$ cat config.mk
export PLATFORM = sky130hd
export DESIGN_NAME = psab_ram
export DESIGN_NICKNAME = d
export VERILOG_FILES = /design/src/hw/rtl/pixel_sample_average_buffer_macros.svh /design/src/hw/rtl/psab_ram.sv
export SDC_FILE = /design/constraint.sdc
export NUM_CORES = 1
export LEC_CHECK = 0
export BUFFER_PORTS_ARGS = -buffer_cell sky130_fd_sc_hd__buf_2
export CAP_MARGIN = 20
export CELL_PAD_IN_SITES_DETAIL_PLACEMENT = 1
export CELL_PAD_IN_SITES_GLOBAL_PLACEMENT = 1
export CORE_MARGIN = 2
export CORE_UTILIZATION = 50
export CTS_BUF_LIST = sky130_fd_sc_hd__clkbuf_4
export DETAILED_ROUTE_END_ITERATION = 10
export GPL_ROUTABILITY_DRIVEN = 0
export GPL_TIMING_DRIVEN = 0
export PLACE_DENSITY_LB_ADDON = 0.12
export SKIP_CTS_REPAIR_TIMING = 1
export SYNTH_ARGS = -nofsm -noshare
export SYNTH_HDL_FRONTEND = slang
export SYNTH_SLANG_ARGS = --single-unit
$ cat constraint.sdc
create_clock -name clk -period 2.3 [get_ports clk]
set_clock_uncertainty 0.1 [all_clocks]
set_input_delay 0.115 -clock clk [delete_from_list [all_inputs] [get_ports clk]]
set_output_delay 0.115 -clock clk [all_outputs]
set_load 0.02 [all_outputs]
$ cat src/hw/rtl/pixel_sample_average_buffer_macros.svh
// Assertion macros for the pixel sample average buffer.
// Uses the clk and rst names of the including module; no other dependencies.
`ifndef PIXEL_SAMPLE_AVERAGE_BUFFER_MACROS_SVH
`define PIXEL_SAMPLE_AVERAGE_BUFFER_MACROS_SVH

// same-cycle implication
`define PSAB_ASSERT_IMP(label, ante, cons, msg) \
  label: assert property (@(posedge clk) disable iff (rst) (ante) |-> (cons)) \
    else $error(msg);

// next-cycle implication
`define PSAB_ASSERT_NXT(label, ante, cons, msg) \
  label: assert property (@(posedge clk) disable iff (rst) (ante) |=> (cons)) \
    else $error(msg);

`endif

$ cat src/hw/rtl/psab_ram.sv
// Generic single-write, single-read RAM with registered read data.
// No dependencies.
module psab_ram #(
  parameter int WIDTH = 8,
  parameter int DEPTH = 16
) (
  input  logic                                  clk,
  input  logic                                  we,
  input  logic [((DEPTH > 1) ? $clog2(DEPTH) : 1)-1:0] waddr,
  input  logic [WIDTH-1:0]                      wdata,
  input  logic                                  re,
  input  logic [((DEPTH > 1) ? $clog2(DEPTH) : 1)-1:0] raddr,
  output logic [WIDTH-1:0]                      rdata
);

  logic [WIDTH-1:0] mem [DEPTH];

  always_ff @(posedge clk) begin
    if (we) begin
      mem[waddr] <= wdata;
    end
    if (re) begin
      rdata <= mem[raddr];
    end
  end

endmodule

# Word level (Yosys, flattened, before mapping)

Memory sizes are Yosys's and may differ from the RTL's. A register that Yosys moved wholly into a read port is not among the register bits.
Cells that the tools add are included.

Register bits: 0
RAM bits: 128
Input bits: 19
Logic and storage cells: 3
Memories kept: 1

Muxes and demuxes: 2

Memory list:

| name | words | width | read ports | clocked after memory_dff | write ports | line           | source |
|---|---|---|---|---|---|---|---|
| mem  | 16    | 8     | 1          | 1                        | 1           | psab_ram.sv:16 | `logic [WIDTH-1:0] mem [DEPTH];` |

Operators with widths:

| operator         | number |
|---|---|
| 2-to-1 mux 1 bit | 2 |

# Logic depth before layout (Yosys ltp)

Gate-level depths: netlist of run 1.

Depth in word-level cells: 2
Mapped depth: 5
Gate-level depth less buffers: 3

# Worst setup path before layout of run 1

Ideal clock, no wire load.

Kind: input -> register
From: input port waddr[2] (netlist name)
To: memory mem[0][0] (enable)
Library setup time: 0.383 ns
Arrival: 1.225 ns
Slack: 0.592 ns
Cell stages on the path: 2
Buffers on the path: 0
Cells stage by stage: or3b_2 -> nor3_1

RTL lines:

| what        | line           | source |
|---|---|---|
| from (decl) | psab_ram.sv:9  | `input logic [((DEPTH > 1) ? $clog2(DEPTH) : 1)-1:0] waddr,` |
| to (decl)   | psab_ram.sv:16 |  |

Straight into the memory's write port.

==> results of run 1 <==
## per-layer routing
metal | vias up | routed length, µm
li1 | 1102 | -
met1 | 1314 | 4510
met2 | 81 | 4930
met3 | 11 | 700
met4 | 0 | 112
met5 | - | 0
## where the power goes
group          internal, mW  switching (mW)  total, mW
sequential             2.79          0.0122       2.80
clock                 0.658           0.782       1.44
combinational         0.121           0.172      0.293
## sequential cells by signal, summed over array words and instances (netlist names)
name and flops:
mem 128, rdata 8
## cell usage in the layout, fill, tap and decap left out
master / count
nor2b_1: 1
nor3_1: 4
clkdlybuf4s25_2: 3
nor2_1: 13
nand3b_1: 2
dlygate4sd3_1: 12
clkinv_1: 2
mux4_1: 14
clkinv_2: 5
edfxtp_1: 136
or3b_2: 1
clkbuf_4: 20
and2b_1: 1
nand2b_1: 2
clkinvlp_4: 2
nand2_1: 9
buf_6: 3
bufinv_16: 2
and2_1: 1
nand3_1: 1
a22oi_1: 16
buf_4: 4
buf_2: 29
mux4_2: 18
## cell type report
cell class / instances / area [µm²]
flip-flops and latches: 136 / 4080
plain buffers: 10 / 86.3
clock inverters: 11 / 108
well taps: 136 / 170
fillers: 884 / 4300
multi-input cells: 83 / 1060
clock buffers: 20 / 150
repair buffers: 41 / 273
## cell families after synthesis
logic type | after synthesis | share of synthesized area
compound gates | 16 | 0.0230
buf+inv | 10 | 0.0165
flops | 136 | 0.781
mux | 32 | 0.148
simple gates | 35 | 0.0314
## stage by stage
step / cell area (µm²) / util / std cells / hold WS (ps)
3_3_place_gp: 5520 / 0.540 / 390 / 359
5_1_grt: 5930 / 0.579 / 437 / 28.6
4_1_cts: 5810 / 0.568 / 425 / -212
6_report: 5930 / 0.579 / 437 / 52.8
3_5_place_dp: 5550 / 0.542 / 394 / 374
2_1_floorplan: 5230 / - / 229 / 114
## path summary, 6_finish.rpt
path,endpoint,slack [ps],cells past startpoint
worst max-delay path,rdata[0],630,3
worst min-delay path,mem[0][5],50,3
worst max register to register,rdata[0],630,3
worst min register to register,rdata[2],670,3
## critical path, cell delays in order (launching register included)
cell	delay, ps
edfxtp_1	370
mux4_1	560
a22oi_1	280
nand2_1	110
==> reports/qor.csv, run 1 <==
metric,value,unit
Root Buffer,clkbuf_4,
clk buf depth,2,
leakage,1.97,nW
latest clock arrival within the worst-skew pair,520,ps
initial antenna violation count,0,
Max Clock Freq,600,MHz
max_slew headroom,0.458,
Tot Pwr,4.53,mW
post-layout min period,1670,ps
HPWL after DPL,6740,µm
Remaining DRCs,0,
synth warn,0,
routed len/inst,23.5,µm
RSZ-0062 raised after global routing,no,
ys flop type,edfxtp_1,
gr busiest metal,met2,
Worst setup SP type,register,
share of layout cells above drive strength 1,0.289,
GRT Util Overall,0.201,
Max Slew Vio Count,0,
"Seq/Total Area, Yosys",0.781,
H-tree Lvls,4,
"EDFF count, synth",136,
Worst Path Required,2470,ps
Die Y,106,µm
crit end category,register,
clock slew at reported path FFs,100,ps
Synth cell types,18,
crit path max fanout,1,
# setup viols final,0,
CTS tree,done,
Placeable Area,0.0102,mm²
met1 usage,0.282,
Syn Nets,248,
Post-synth top cells,"edfxtp_1 (136), mux4_2 (18), a22oi_1 (16)",
RR Startpoint,mem[5][0],
Worst Tran Pin Value,810,ps
Setup CP Type,register to register,
Tcrit/Tclk final,0.725,
Die ar.,0.0113,mm²
Num CTS Buffers,17,
ANT nets after route,0,
synthesis-stage register bit count,136,
via count of the routed design,2508,
largest net degree at the start of global routing,17,
PwrDens,765,mW/mm²
remaining global-route overflow,0,
die width,106,µm
Layout area overhead,13.4,%
ant diodes,0,
Syn Inst Count,229,
Vias/cell,5.74,
met3 GRT Util,0.0711,
Clock Sinks,136,
vias in the first global route,2500,
first-pass GRT wire length,15300,µm
Hold Crit Start,waddr[3],
status,"finished, final reports clean",
IO Port Bufs,25,
drt first pass iters,4,
synthesized area,0.00523,mm²
top-count cell post-synth,edfxtp_1,
Layout Nets,308,
post-synth top area cell,edfxtp_1,
# rows,37,
TNS Setup,0,ps
max-cap violations,0,
Final Hold Fails,0,
Setup WS pre-CTS,389,ps
Initial DRC Count,192,
Starting Density,0.511,
syn_area_per_cell,22.8,µm²
final worst slack,632,ps
Post-synth ARST share,0,
final wirelength,10300,µm
GR Util met2,0.297,
Critical Path AT,1840,ps
Yosys top cell area share,0.781,
Ports,27,
hold crit path type,primary input to register,
peak supply drop,0.417,mV
"top cells by area, synth","edfxtp_1 (78%), mux4_2 (7.8%), mux4_1 (7.0%)",
CP startpoint,mem[5][0],
No activity file was read; power rests on OpenSTA's default activity.
==> run 2: changes to the inputs <==
clock period = 1.6 ns   (was 2.3 ns; I/O delays follow)
==> run 2 against run 1 <==
Count of clock-buffer cells in the layout shrank 2. Register-to-register slack lost 600 ps. Final cell count grew 0.69%. Die area is the same. Global-route usage grew 0.37 points. Maximum frequency grew 6.4%. Critical endpoint is now rdata[5]. Largest power group unchanged. Highest routed layer unchanged.
==> reports/qor.csv, run 2 (same netlist as run 1, synthesis figures left out) <==
metric,value,unit
Root Buffer,clkbuf_4,
Clock Sinks,136,
Critical Path AT,1740,ps
max reg flops,128,
drt first pass iters,5,
H-tree Lvls,4,
Layout Cells excl Fill,440,
Initial DRC Count,180,
Remaining DRCs,0,
vias in the first global route,2571,
Die Y,106,µm
clk buf depth,2,
max-cap violations,0,
Starting Density,0.511,
Setup CP Type,register to register,
initial antenna violation count,0,
ANT nets after route,0,
ant diodes,0,
Layout Nets,310,
Worst Tran Pin Value,975,ps
# fillers,886,
largest registers,"mem x128, rdata x8",
crit end category,register,
most frequent cells in the layout,"edfxtp_1 (136), buf_2 (30), mux4_2 (19)",
Tcrit/Tclk final,0.979,
status,"finished, final reports clean",
Cell Count Post-Placement,393,
internal reg-to-reg setup slack,30,ps
crit path max fanout,1,
routed len/inst,24.4,µm
Placeable Area,0.0102,mm²
max_slew headroom,0.348,
peak supply drop,0.666,mV
leakage,1.98,nW
worst-path cell chain,"mux4_1, a22oi_2, nand2_1",
"most common cell after layout, fill and taps aside",edfxtp_1,
die width,106,µm
post-route cell area,0.00601,mm²
Die ar.,0.0113,mm²
# rows,37,
clock slew at reported path FFs,120,ps
Vias/cell,5.74,
CP peak stage delay,560,ps
latest clock arrival within the worst-skew pair,500,ps
Worst Path Required,1770,ps
HPWL after DPL,6750,µm
Max Slew Vio Count,0,
Layout area overhead,14.9,%
share of layout cells above drive strength 1,0.316,
CTS tree,done,
"Slowest-stage cell, CP",mux4_1,
final wirelength,10700,µm
Ports,27,
Max Clock Freq,638,MHz
post-layout min period,1570,ps
largest net degree at the start of global routing,17,
GRT Util Overall,0.205,
hold crit path type,primary input to register,
IO Port Bufs,25,
Placed Instance Area,0.00555,mm²
remaining global-route overflow,0,
TNS Setup,0,ps
Layout Utilization,0.587,
via count of the routed design,2524,
RSZ-0062 raised after global routing,yes,
first-pass GRT wire length,15900,µm
critical path's top delay family,multiplexers,
Num CTS Buffers,17,
largest reg by FF count,mem,
Final Hold Fails,0,
Worst setup SP type,register,
buffers and inverters on the worst path,0,
PwrDens,1100,mW/mm²
# setup viols final,0,
## run 2: power breakdown
group          total, mW  switching (mW)  internal (mW)  leakage (nW)
clock               2.14            1.22          0.923         0.138
combinational      0.444           0.261          0.183         0.607
sequential          4.03          0.0185           4.01          1.24
total               6.61            1.50           5.11          1.98
## run 2: worst reg2reg max path: stages, from the launching register on
cell	delay [ps]
edfxtp_1	400
mux4_1	560
a22oi_2	220
nand2_1	70
## run 2: cell type report
| class | count | area, µm² | area share |
|---|---|---|---|
| clock buffer | 18 | 135 | 0.0225 |
| timing repair buffer | 43 | 293 | 0.0488 |
| clock inverter | 14 | 134 | 0.0223 |
| tap | 136 | 170 | 0.0283 |
| sequential | 136 | 4080 | 0.680 |
| buffer | 10 | 86.3 | 0.0144 |
| multi-input combinational | 83 | 1100 | 0.184 |
## run 2: worst paths after layout
path               from        end  cells after the start
max           mem[1][5]   rdata[5]                      3
min            waddr[1]  mem[4][6]                      3
max reg2reg   mem[1][5]   rdata[5]                      3
min reg2reg  mem[11][5]   rdata[5]                      3
## run 2: routing by layer
layer	track usage	wire, µm	vias to the layer above
met5	0	0	-
met4	0.0564	97	0
met3	0.0490	416	9
met2	0.327	5430	68
met1	0.287	4790	1342
li1	-	-	1105
## run 2: per-stage QoR
stage | hold slack, ps | power (mW) | setup WS (ps)
2_1_floorplan | 78.9 | 4.33 | 138
3_3_place_gp | 346 | 4.49 | -468
3_5_place_dp | 355 | 4.51 | -286
4_1_cts | -206 | 6.62 | -108
5_1_grt | 55.2 | 6.85 | -16.5
6_report | 73.9 | 6.61 | 33.0
