## src/hw/rtl/pixel_sample_average_buffer_macros.svh

```systemverilog
// Assertion macros for the pixel sample average buffer.
// Uses the clk and rst names of the including module; no other dependencies.
`ifndef PIXEL_SAMPLE_AVERAGE_BUFFER_MACROS_SVH
`define PIXEL_SAMPLE_AVERAGE_BUFFER_MACROS_SVH

// same-cycle implication
`define PSAB_ASSERT_IMP(label, ante, cons, msg) \
  label: assert property (@(posedge clk) disable iff (rst) (ante) |-> (cons)) \
    else $error(msg);

// next-cycle implication
`define PSAB_ASSERT_NXT(label, ante, cons, msg) \
  label: assert property (@(posedge clk) disable iff (rst) (ante) |=> (cons)) \
    else $error(msg);

`endif

```

## src/hw/rtl/psab_pkg.sv

```systemverilog
// Shared types and constants for the pixel sample average buffer.
// No dependencies.
package psab_pkg;

  localparam int DEF_MAX_WIDTH  = 256;
  localparam int DEF_MAX_HEIGHT = 256;
  localparam int DEF_SUM_BITS   = 32;
  localparam int DEF_COUNT_BITS = 16;

  localparam int CFG_W      = 9;
  localparam int COORD_W    = 8;
  localparam int SAMPLE_W   = 16;
  localparam int AVG_W      = 16;
  localparam int STATUS_W   = 2;
  localparam int LANES      = 3;
  localparam int APB_ADDR_W = 3;
  localparam int APB_DATA_W = 32;

  localparam logic [CFG_W-1:0] CFG_RESET = 9'd256;

  // register index, taken from paddr[2]
  localparam logic REG_ACTIVE_WIDTH  = 1'b0;
  localparam logic REG_ACTIVE_HEIGHT = 1'b1;

  localparam logic KIND_ADD   = 1'b0;
  localparam logic KIND_CLEAR = 1'b1;

  localparam logic [STATUS_W-1:0] ST_OK    = 2'd0;
  localparam logic [STATUS_W-1:0] ST_RANGE = 2'd1;
  localparam logic [STATUS_W-1:0] ST_FULL  = 2'd2;

  typedef struct packed {
    logic                kind;
    logic [COORD_W-1:0]  pixel_x;
    logic [COORD_W-1:0]  pixel_y;
    logic [SAMPLE_W-1:0] sample_red;
    logic [SAMPLE_W-1:0] sample_green;
    logic [SAMPLE_W-1:0] sample_blue;
  } in_word_t;

  typedef struct packed {
    logic [COORD_W-1:0]  out_x;
    logic [COORD_W-1:0]  out_y;
    logic [AVG_W-1:0]    average_red;
    logic [AVG_W-1:0]    average_green;
    logic [AVG_W-1:0]    average_blue;
    logic [AVG_W-1:0]    samples_taken;
    logic [STATUS_W-1:0] status;
  } out_word_t;

  typedef struct packed {
    logic busy;
    logic done;
  } div_stat_t;

endpackage

```

## src/hw/rtl/psab_div.sv

```systemverilog
// Three-lane radix-2 restoring divider, one quotient bit per lane per cycle.
// Quotient saturates at the 16-bit maximum; a zero divisor gives zero.
// Depends on psab_pkg.
module psab_div #(
  parameter int SUM_BITS   = psab_pkg::DEF_SUM_BITS,
  parameter int COUNT_BITS = psab_pkg::DEF_COUNT_BITS
) (
  input  logic                                           clk,
  input  logic                                           rst,
  input  logic                                           start,
  input  logic [psab_pkg::LANES-1:0][SUM_BITS-1:0]       dividend,
  input  logic [COUNT_BITS-1:0]                          divisor,
  output logic [psab_pkg::LANES-1:0][psab_pkg::AVG_W-1:0] quotient,
  output psab_pkg::div_stat_t                            stat
);
  import psab_pkg::*;

  localparam int REM_W  = COUNT_BITS + 1;
  localparam int HI_W   = SUM_BITS - AVG_W;
  localparam int CMP_W  = (HI_W > COUNT_BITS) ? HI_W : COUNT_BITS;
  localparam int STEP_W = $clog2(AVG_W);
  localparam logic [STEP_W-1:0] STEP_LAST = STEP_W'(AVG_W - 1);

  logic                               busy;
  logic                               done;
  logic [STEP_W-1:0]                  step;
  logic [COUNT_BITS-1:0]              dvsr;
  logic                               dvsr_zero;
  logic [LANES-1:0]                   sat;
  logic [LANES-1:0][REM_W-1:0]        rem;
  logic [LANES-1:0][AVG_W-1:0]        lo;
  logic [LANES-1:0][REM_W-1:0]        rem_sh;
  logic [LANES-1:0][REM_W-1:0]        rem_next;
  logic [LANES-1:0][AVG_W-1:0]        lo_next;

  always_ff @(posedge clk) begin
    if (rst) begin
      busy <= 1'b0;
      done <= 1'b0;
      step <= '0;
    end else begin
      done <= 1'b0;
      if (start) begin
        busy <= 1'b1;
        step <= '0;
      end else if (busy) begin
        step <= step + 1'b1;
        if (step == STEP_LAST) begin
          busy <= 1'b0;
          done <= 1'b1;
        end
      end
    end
  end

  // partial remainder starts as the upper dividend bits; only valid when not saturated
  always_ff @(posedge clk) begin
    if (start) begin
      dvsr      <= divisor;
      dvsr_zero <= (divisor == '0);
      for (int l = 0; l < LANES; l++) begin
        sat[l] <= (CMP_W'(dividend[l] >> AVG_W) >= CMP_W'(divisor));
        rem[l] <= REM_W'(dividend[l] >> AVG_W);
        lo[l]  <= dividend[l][AVG_W-1:0];
      end
    end else if (busy) begin
      rem <= rem_next;
      lo  <= lo_next;
    end
  end

  always_comb begin
    for (int l = 0; l < LANES; l++) begin
      rem_sh[l] = {rem[l][COUNT_BITS-1:0], lo[l][AVG_W-1]};
      if (rem_sh[l] >= {1'b0, dvsr}) begin
        rem_next[l] = rem_sh[l] - {1'b0, dvsr};
        lo_next[l]  = {lo[l][AVG_W-2:0], 1'b1};
      end else begin
        rem_next[l] = rem_sh[l];
        lo_next[l]  = {lo[l][AVG_W-2:0], 1'b0};
      end
      if (dvsr_zero) begin
        quotient[l] = '0;
      end else if (sat[l]) begin
        quotient[l] = '1;
      end else begin
        quotient[l] = lo[l];
      end
    end
  end

  assign stat.busy = busy;
  assign stat.done = done;

endmodule

```

## config.mk

```make
export PLATFORM = sky130hd
export DESIGN_NAME = psab_div
export DESIGN_NICKNAME = d
export VERILOG_FILES = /design/src/hw/rtl/pixel_sample_average_buffer_macros.svh /design/src/hw/rtl/psab_pkg.sv /design/src/hw/rtl/psab_div.sv
export SDC_FILE = /design/constraint.sdc
export NUM_CORES = 1
export LEC_CHECK = 0
export BUFFER_PORTS_ARGS = -buffer_cell sky130_fd_sc_hd__buf_2
export CAP_MARGIN = 20
export CORE_ASPECT_RATIO = 1.5
export CORE_MARGIN = 4
export CORE_UTILIZATION = 55
export DETAILED_ROUTE_END_ITERATION = 6
export PLACE_DENSITY_LB_ADDON = 0.05
export REMOVE_ABC_BUFFERS = 1
export SYNTH_ARGS = -nofsm -noshare
export SYNTH_HDL_FRONTEND = slang
export SYNTH_SLANG_ARGS = --single-unit
```

## constraint.sdc

```tcl
create_clock -name clk -period 10.1 [get_ports clk]
set_input_delay 1.01 -clock clk [delete_from_list [all_inputs] [get_ports clk]]
set_output_delay 1.01 -clock clk [all_outputs]
set_load 0.05 [all_outputs]
```

; Yosys cells after proc, flatten, opt, wreduce, memory -nomap -nowiden
; Index checks and enable logic that the tools add are counted.
[word_totals]
latchBits = 0
rom_bits = 0
n_memories = 0
regBits = 124
out_inout_bits = 50
mem_bits_rw = 0
[classes]
add_sub_neg = 4
n_eq_ne = 1
order_cmp = 6
mul = 0
div = 0
reduce_logical = 4
mux = 20
shift = 0
n_bitwise = 1
[ops]
columns = operator, n
row1 = $mux 16, 7
row2 = $mux 50, 2
row3 = $mux 48, 2
row4 = $ge 17x16->1, 3
row5 = $ge 16x16->1, 3
row6 = $mux 17, 2
row7 = $sub 17x16->17, 2
row8 = $logic_not 16->1, 1
row9 = $sub 16x16->16, 1
row10 = $mux 1, 7
row11 = $add 4x1->4 const B, 1
row12 = $eq 4x4->1 const B, 1
row13 = $reduce_or 3->1, 1
row14 = $reduce_bool 2->1, 1
row15 = $reduce_or 2->1, 1
row16 = $not 1->1, 1

; Logic depth before layout (Yosys ltp)
; Gate-level depths: netlist of run 1.
[depth]
word_depth = 4
mapped_depth = 10
depth_no_buf = 10

; Least setup slack after synthesis of run 1
; No wires, ideal clock.
[synth_timing]
kind = input -> register
startpoint = input port start
endpoint = register rem[44] (netlist bit), data pin
slack_ns = 6.026
t_arrival_ns = 3.914
required_ns = 9.941
stages = 5
cell_sequence = clkbuf_1 inv_1 nand2_1 o21ai_0 a21oi_1
[synth_between]
elab_chain_len = 1
[synth_rtl]
columns = item, line_no
row1 = start: declaration, psab_div.sv:10  ; input logic start,
row2 = $mux 50, psab_div.sv:58  ; if (start) begin
row3 = end signal: indexed assignment, psab_div.sv:63  ; rem[l] <= REM_W'(dividend[l] >> AVG_W);
row4 = end signal: assignment, psab_div.sv:67  ; rem <= rem_next;
row5 = end: declaration, psab_div.sv:30  ; logic [LANES-1:0][REM_W-1:0] rem;
; Every way passes these cells.
; A chain may end at the register's enable or synchronous reset.

; Final worst setup path of run 1
[layout_timing]
startpoint = input port start
endpoint = register rem[3] (netlist bit) (enable)
[layout_between]
elab_chain_len = 1
[layout_rtl]
columns = item
row1 = $reduce_bool 2->1 (no line)
; Every way passes these cells.

==> impl_metrics.json, run 1 <==
{
  "clk_path_buf_depth": 2,
  "cap_violations": 0,
  "post_drt_wl_per_cell_um": 19.5,
  "critPathKind": "in2reg",
  "htree_levels": 4,
  "max_freq_mhz": 322,
  "tightest_slew_ns": 1.14,
  "antenna_found_initial": 2,
  "cts.sinks": 122,
  "min_period_ns": 3.10,
  "num_antenna_cells": 0,
  "met1_length_um": 9990,
  "ys_ff_latch": 122,
  "hold_path.class": "reg2reg",
  "die_area_um2": 19100,
  "rows": 58,
  "dp_hpwl_um": 19200,
  "min_from": "step[3]$_SDFFE_PP0P_",
  "fillCellCount": 1458,
  "post-cts-setup-buffers": 0,
  "synth_enable_flop_cells": 116,
  "drc": 0,
  "ys_seq_area_share_pct": 38.7,
  "grt_pass1_wl_um": 39400,
  "clk_pin_slew_worst_paths_ns": 0.06,
  "first_pass_iters": 5,
  "rsz0062_at_grt": "false",
  "avgSynthCellArea_um2": 10.1,
  "syn2layout_area_growth_pct": 16.7,
  "num_vias": 7613,
  "wl_um": 25500,
  "cts_resized": 0,
  "met2_length_um": 13200,
  "pin_count": 165,
  "synth.distinct_cells": 84,
  "critPathRequiredTime_ns": 10.13,
  "grt_max_degree": 80,
  "placedCellCount": 1271,
  "setup_viol": 0,
  "synth_flop_cell": "edfxtp_1",
  "die_height_um": 167,
  "yosys.area.top_type": "edfxtp_1",
  "drive_gt1_share_pct": 25.7,
  "clock_latency_ns": 0.42,
  "synth.top_cells.by_count": "nor2_1, edfxtp_1, ha_1",
  "cts_tree": "done",
  "layout_worst_path_cycle_share_pct": 30.7,
  "final_antenna_net_count": 0,
  "initial_utilization_pct": 55.9,
  "final_nets": 1295,
  "synth_top_area_share_pct": 37.4,
  "highest_layer": "met5",
  "ff2ff_path_depth": 9,
  "grt_pass1_vias": 7764,
  "cts_hold_buf": 0,
  "ir_worst_vdd_mv": 0.139,
  "coreArea_um2": 16700,
  "rrSetupSlack_ns": 7.19,
  "critical_path_arrival_ns": 3.13,
  "r2r_end": "rem[18]$_DFFE_PP_",
  "numCtsBuffers": 17,
  "reg2reg_from": "dvsr[1]$_DFFE_PP_",
  "critPathMaxFanout": 79,
  "relSlewSlack_pct": 24.3,
  "finalHoldViolCount": 0,
  "synth.area.top_cells": "edfxtp_1, ha_1, mux2_2",
  "syn_area_um2": 9320,
  "async_reset_ff_share_pct": 0,
  "grt_overflow": 0,
  "min_path_cells": 2,
  "status": "finished clean",
  "place_congestion": 0.882,
  "numPortBuffers": 164,
  "yosysMostFrequentCell": "nor2_1",
  "gr-usage-all-layers_pct": 26.5,
  "cp-end-kind": "flop",
  "fin_skew_ns": 0.0104,
  "power.density_nw_per_um2": 177,
  "synth_cells": 927,
  "stdcell_count": 1303,
  "power_leakage_nw": 4.89,
  "hold_end": "done$_SDFF_PP0_",
  "startpoint_type": "input port",
  "drv_slew": 0,
  "via_per_inst": 5.84,
  "yosysWarnings": 0,
  "drt_iter0_markers": 424,
  "wl_met3_um": 1360,
  "tns_ns": 0,
  "dieWidth_um": 114,
  "root_buffer": "clkbuf_16"
}
==> report_power, final <==
| part | switching, mW | internal, mW |
|---|---|---|
| Sequential | 0.0376 | 0.624 |
| Combinational | 0.387 | 0.253 |
| Clock | 0.239 | 0.388 |
==> how the worst max path moves through the flow <==
stage | cells after the start | start | slack [ns] | end
after floorplan | 4 | start | 6.33 | rem[44]$_DFFE_PP_
after global placement | 4 | start | 6.63 | lo[32]$_DFFE_PP_
after detailed placement | 4 | start | 6.57 | lo[25]$_DFFE_PP_
after CTS | 4 | start | 7.06 | lo[12]$_DFFE_PP_
after global routing | 4 | start | 6.88 | rem[25]$_DFFE_PP_
final | 4 | start | 7.00 | rem[3]$_DFFE_PP_
==> registers in the layout, summed over array words and instances (netlist names) <==
| name | flops |
|---|---|
| sat | 3 |
| done | 1 |
| dvsr | 16 |
| step | 4 |
| rem | 48 |
| lo | 48 |
| dvsr_zero | 1 |
| busy | 1 |
==> cells by family (layout without fill, tap and decap cells) <==
kind of cell	after synthesis	count (layout)	share of synthesized area (%)
buf+inv	78	244	3.66
compound gates	226	226	17.8
simple gates	289	289	14.1
xor+xnor	37	37	3.48
fa+ha+maj	100	100	13.7
flops	122	122	38.7
mux	75	75	8.68
==> metrics by stage <==
stage | worst slack, ns | area, um2 | utilization, % | power (mW) | hold slack [ns]
after floorplan | 6.33 | 9140 | - | 1.14 | 0.439
after global placement | 6.63 | 10300 | 61.6 | 1.30 | 0.466
after detailed placement | 6.57 | 10300 | 61.6 | 1.31 | 0.465
after CTS | 7.06 | 10900 | 65.2 | 1.93 | 0.474
after global routing | 6.88 | 10900 | 65.2 | 2.03 | 0.496
final | 7.00 | 10900 | 65.2 | 1.93 | 0.477
==> worst max-delay path, cell delays in order <==
cell	delay, ns
buf_4	0.50
inv_1	0.31
nand2_4	0.30
buf_4	0.78
==> per-layer routing <==
metal,vias up,track usage (%)
met4,4,11.2
met5,-,0
met1,3582,30.6
met2,237,47.2
li1,3734,-
met3,56,5.13
==> placed cells by master (no fill, tap or decap), types with 5 or more instances in the layout <==
| cell | synthesis | layout |
|---|---|---|
| a21o_1 | 28 | 28 |
| clkbuf_16 | 0 | 17 |
| nand2b_1 | 8 | 8 |
| o311ai_2 | 5 | 5 |
| and4_1 | 5 | 5 |
| nand4_1 | 6 | 6 |
| a211oi_1 | 8 | 8 |
| nor2_1 | 135 | 134 |
| edfxtp_1 | 116 | 116 |
| dfxtp_1 | 6 | 6 |
| nor2b_1 | 6 | 6 |
| nand2_1 | 78 | 77 |
| a211o_1 | 8 | 8 |
| nor4_1 | 5 | 5 |
| a21oi_1 | 46 | 46 |
| o21ai_0 | 43 | 43 |
| mux2_2 | 47 | 47 |
| ha_1 | 97 | 97 |
| mux2i_1 | 28 | 28 |
| inv_1 | 43 | 43 |
| nand3_1 | 15 | 15 |
| xnor2_1 | 23 | 23 |
| xor2_1 | 14 | 14 |
| o31ai_1 | 8 | 8 |
| o21ai_1 | 11 | 11 |
| buf_2 | 3 | 163 |
| buf_4 | 2 | 6 |
| nor3_1 | 9 | 9 |
| o21a_1 | 11 | 11 |
==> final cells by class <==
| cell class | instances | area (um2) | area share (%) |
|---|---|---|---|
| clock inverter | 15 | 174 | 1.60 |
| multi-input combinational | 727 | 5390 | 49.5 |
| clock buffer | 17 | 425 | 3.91 |
| tap | 210 | 263 | 2.42 |
| inverter | 43 | 161 | 1.48 |
| sequential | 122 | 3600 | 33.1 |
| timing repair buffer | 169 | 861 | 7.92 |
No activity file was read; power rests on OpenSTA's default activity.
==> inputs of run 2 (changes only) <==
- clock period: 10.1 -> 3.09 ns (I/O delays scaled with it)
==> run 2 against run 1 <==
Net effect: first-iteration DRC count shrank 3.3%; worst hold slack worse by 0.42 ns; utilization rose by 0.44 points; clock-buffer cell count up 1; clock power increased to 3.3 times the previous value; sequential cell count stayed put; clock skew increased by 0.0022 ns; setup slack worse by 6.6 ns; die area did not move; non-clock buffer count grew 6; routed wire length rose by 1.7%.
==> impl_metrics.json, run 2 (synthesized netlist as in run 1, its figures left out) <==
{
  "dieWidth_um": 114,
  "grt_pass1_wl_um": 40200,
  "ff2ff_path_depth": 10,
  "min_from": "rst",
  "rsz0062_at_grt": "false",
  "rows": 58,
  "status": "finished clean",
  "p_switching_mw": 2.23,
  "max_freq_mhz": 369,
  "critPathKind": "reg2reg",
  "clk_pin_slew_worst_paths_ns": 0.07,
  "syn2layout_area_growth_pct": 17.4,
  "cap_violations": 0,
  "layout_worst_path_cycle_share_pct": 87.6,
  "drc": 0,
  "grt_overflow": 0,
  "ir_worst_vdd_mv": 0.370,
  "finalHoldViolCount": 0,
  "p_int_mw": 4.08,
  "drt_iter0_markers": 410,
  "pwr-share-comb_pct": 33.5,
  "wl_um": 25900,
  "setup_viol": 0,
  "fin_skew_ns": 0.0126,
  "pre_cts_ws_ns": 0.403,
  "place_congestion": 0.911,
  "cts_resized": 0,
  "post-cts-setup-buffers": 0,
  "reg2reg_from": "dvsr[3]$_DFFE_PP_",
  "grt_max_degree": 92,
  "power.density_nw_per_um2": 577,
  "clock_latency_ns": 0.43,
  "dp_hpwl_um": 19600,
  "cts.sinks": 122,
  "clkPwrFrac_pct": 32.3,
  "die_area_um2": 19100,
  "via_per_inst": 5.89,
  "final_antenna_net_count": 0,
  "seq_power_share_pct": 34.2,
  "fin_util_pct": 65.6,
  "coreArea_um2": 16700,
  "num_antenna_cells": 0,
  "cp-end-kind": "flop",
  "whs_ns": 0.0559,
  "final_nets": 1301,
  "rrSetupSlack_ns": 0.38,
  "gr-usage-all-layers_pct": 27.1,
  "numPortBuffers": 164,
  "clk_path_buf_depth": 2,
  "stdcell_count": 1309,
  "startpoint_type": "flop",
  "setup_slack_ns": 0.382,
  "cts_tree": "done",
  "num_vias": 7709,
  "critPathMaxFanout": 15,
  "reg_top3": "lo (48), rem (48), dvsr (16)",
  "critical_path_arrival_ns": 2.88,
  "min_period_ns": 2.71,
  "hold_path.class": "in2reg",
  "post_drt_wl_per_cell_um": 19.8,
  "grt_pass1_vias": 7829,
  "cts_hold_buf": 0,
  "antenna_found_initial": 2,
  "hold_end": "busy$_SDFF_PP0_",
  "mostFrequentLayoutCells": "buf_2, nor2_1, edfxtp_1",
  "htree_levels": 4,
  "drv_slew": 0,
  "critPathRequiredTime_ns": 3.26,
  "placedCellCount": 1277,
  "r2r_end": "rem[27]$_DFFE_PP_",
  "drive_gt1_share_pct": 26.2,
  "swShare_pct": 35.4,
  "layout_commonest_cell": "buf_2",
  "die_height_um": 167,
  "min_path_cells": 2,
  "root_buffer": "clkbuf_16",
  "power_leakage_nw": 4.93,
  "tightest_slew_ns": 0.647,
  "numCtsBuffers": 17,
  "initial_utilization_pct": 55.9,
  "relSlewSlack_pct": 56.8,
  "first_pass_iters": 5,
  "pin_count": 165
}
[run 2: cell count changes in the layout (fill, tap and decap cells not counted), sizes merged]
cell | before | now
buf | 169 | 175
clkinv | 7 | 5
inv | 46 | 49
clkbuf | 17 | 18
bufinv | 3 | 2
clkinvlp | 2 | 1
[run 2: stage by stage]
step	instance area [um2]	total power, mW	setup TNS, ns
2_1_floorplan	9140	3.71	-31.16
3_3_place_gp	10400	4.26	0
3_5_place_dp	10400	4.28	0
4_1_cts	10900	6.33	0
5_1_grt	10900	6.63	0
6_report	10900	6.32	0
[run 2: routing by layer]
| metal | up-vias | track usage (%) | part of all wire [%] |
|---|---|---|---|
| met2 | 239 | 47.8 | 52 |
| met3 | 62 | 4.99 | 5.6 |
| li1 | 3755 | - | - |
| met1 | 3649 | 31.2 | 38 |
| met4 | 4 | 12.9 | 4.2 |
| met5 | - | 0 | 0.10 |
[run 2: cell type report]
class,count,area (um2)
well taps,210,263
repair buffers,175,943
fillers,1435,5740
multi-input cells,727,5390
clock buffers,18,429
clock inverters,14,161
inverters,43,161
flip-flops and latches,122,3600
[run 2: worst max-delay path by stage]
stage,end,start,slack (ns)
6_report,rem[27]$_DFFE_PP_,dvsr[3]$_DFFE_PP_,0.38
5_1_grt,rem[27]$_DFFE_PP_,dvsr[11]$_DFFE_PP_,0.20
4_1_cts,rem[31]$_DFFE_PP_,dvsr[3]$_DFFE_PP_,0.39
3_5_place_dp,rem[32]$_DFFE_PP_,dvsr[3]$_DFFE_PP_,0.40
3_3_place_gp,rem[28]$_DFFE_PP_,dvsr[1]$_DFFE_PP_,0.46
2_1_floorplan,rem[44]$_DFFE_PP_,busy$_SDFF_PP0_,-0.51
[run 2: critical path, stage by stage (launching register included)]
cell and delay (ns):
edfxtp_1 0.33, inv_1 0.12, ha_1 0.39, nand3_1 0.12, o21bai_1 0.18, nand3_1 0.21, a211oi_4 0.13, o21ai_4 0.48
buf_4 0.24, mux2i_1 0.18, o21ai_1 0.07
[run 2: power groups by stage]
stage	clock [mW]	combinational, mW	sequential [mW]
global placement	0	2.07	2.19
CTS	2.06	2.11	2.16
global route	2.14	2.31	2.18
detailed placement	0	2.09	2.19
floorplan	0	1.55	2.16
finish	2.04	2.11	2.16
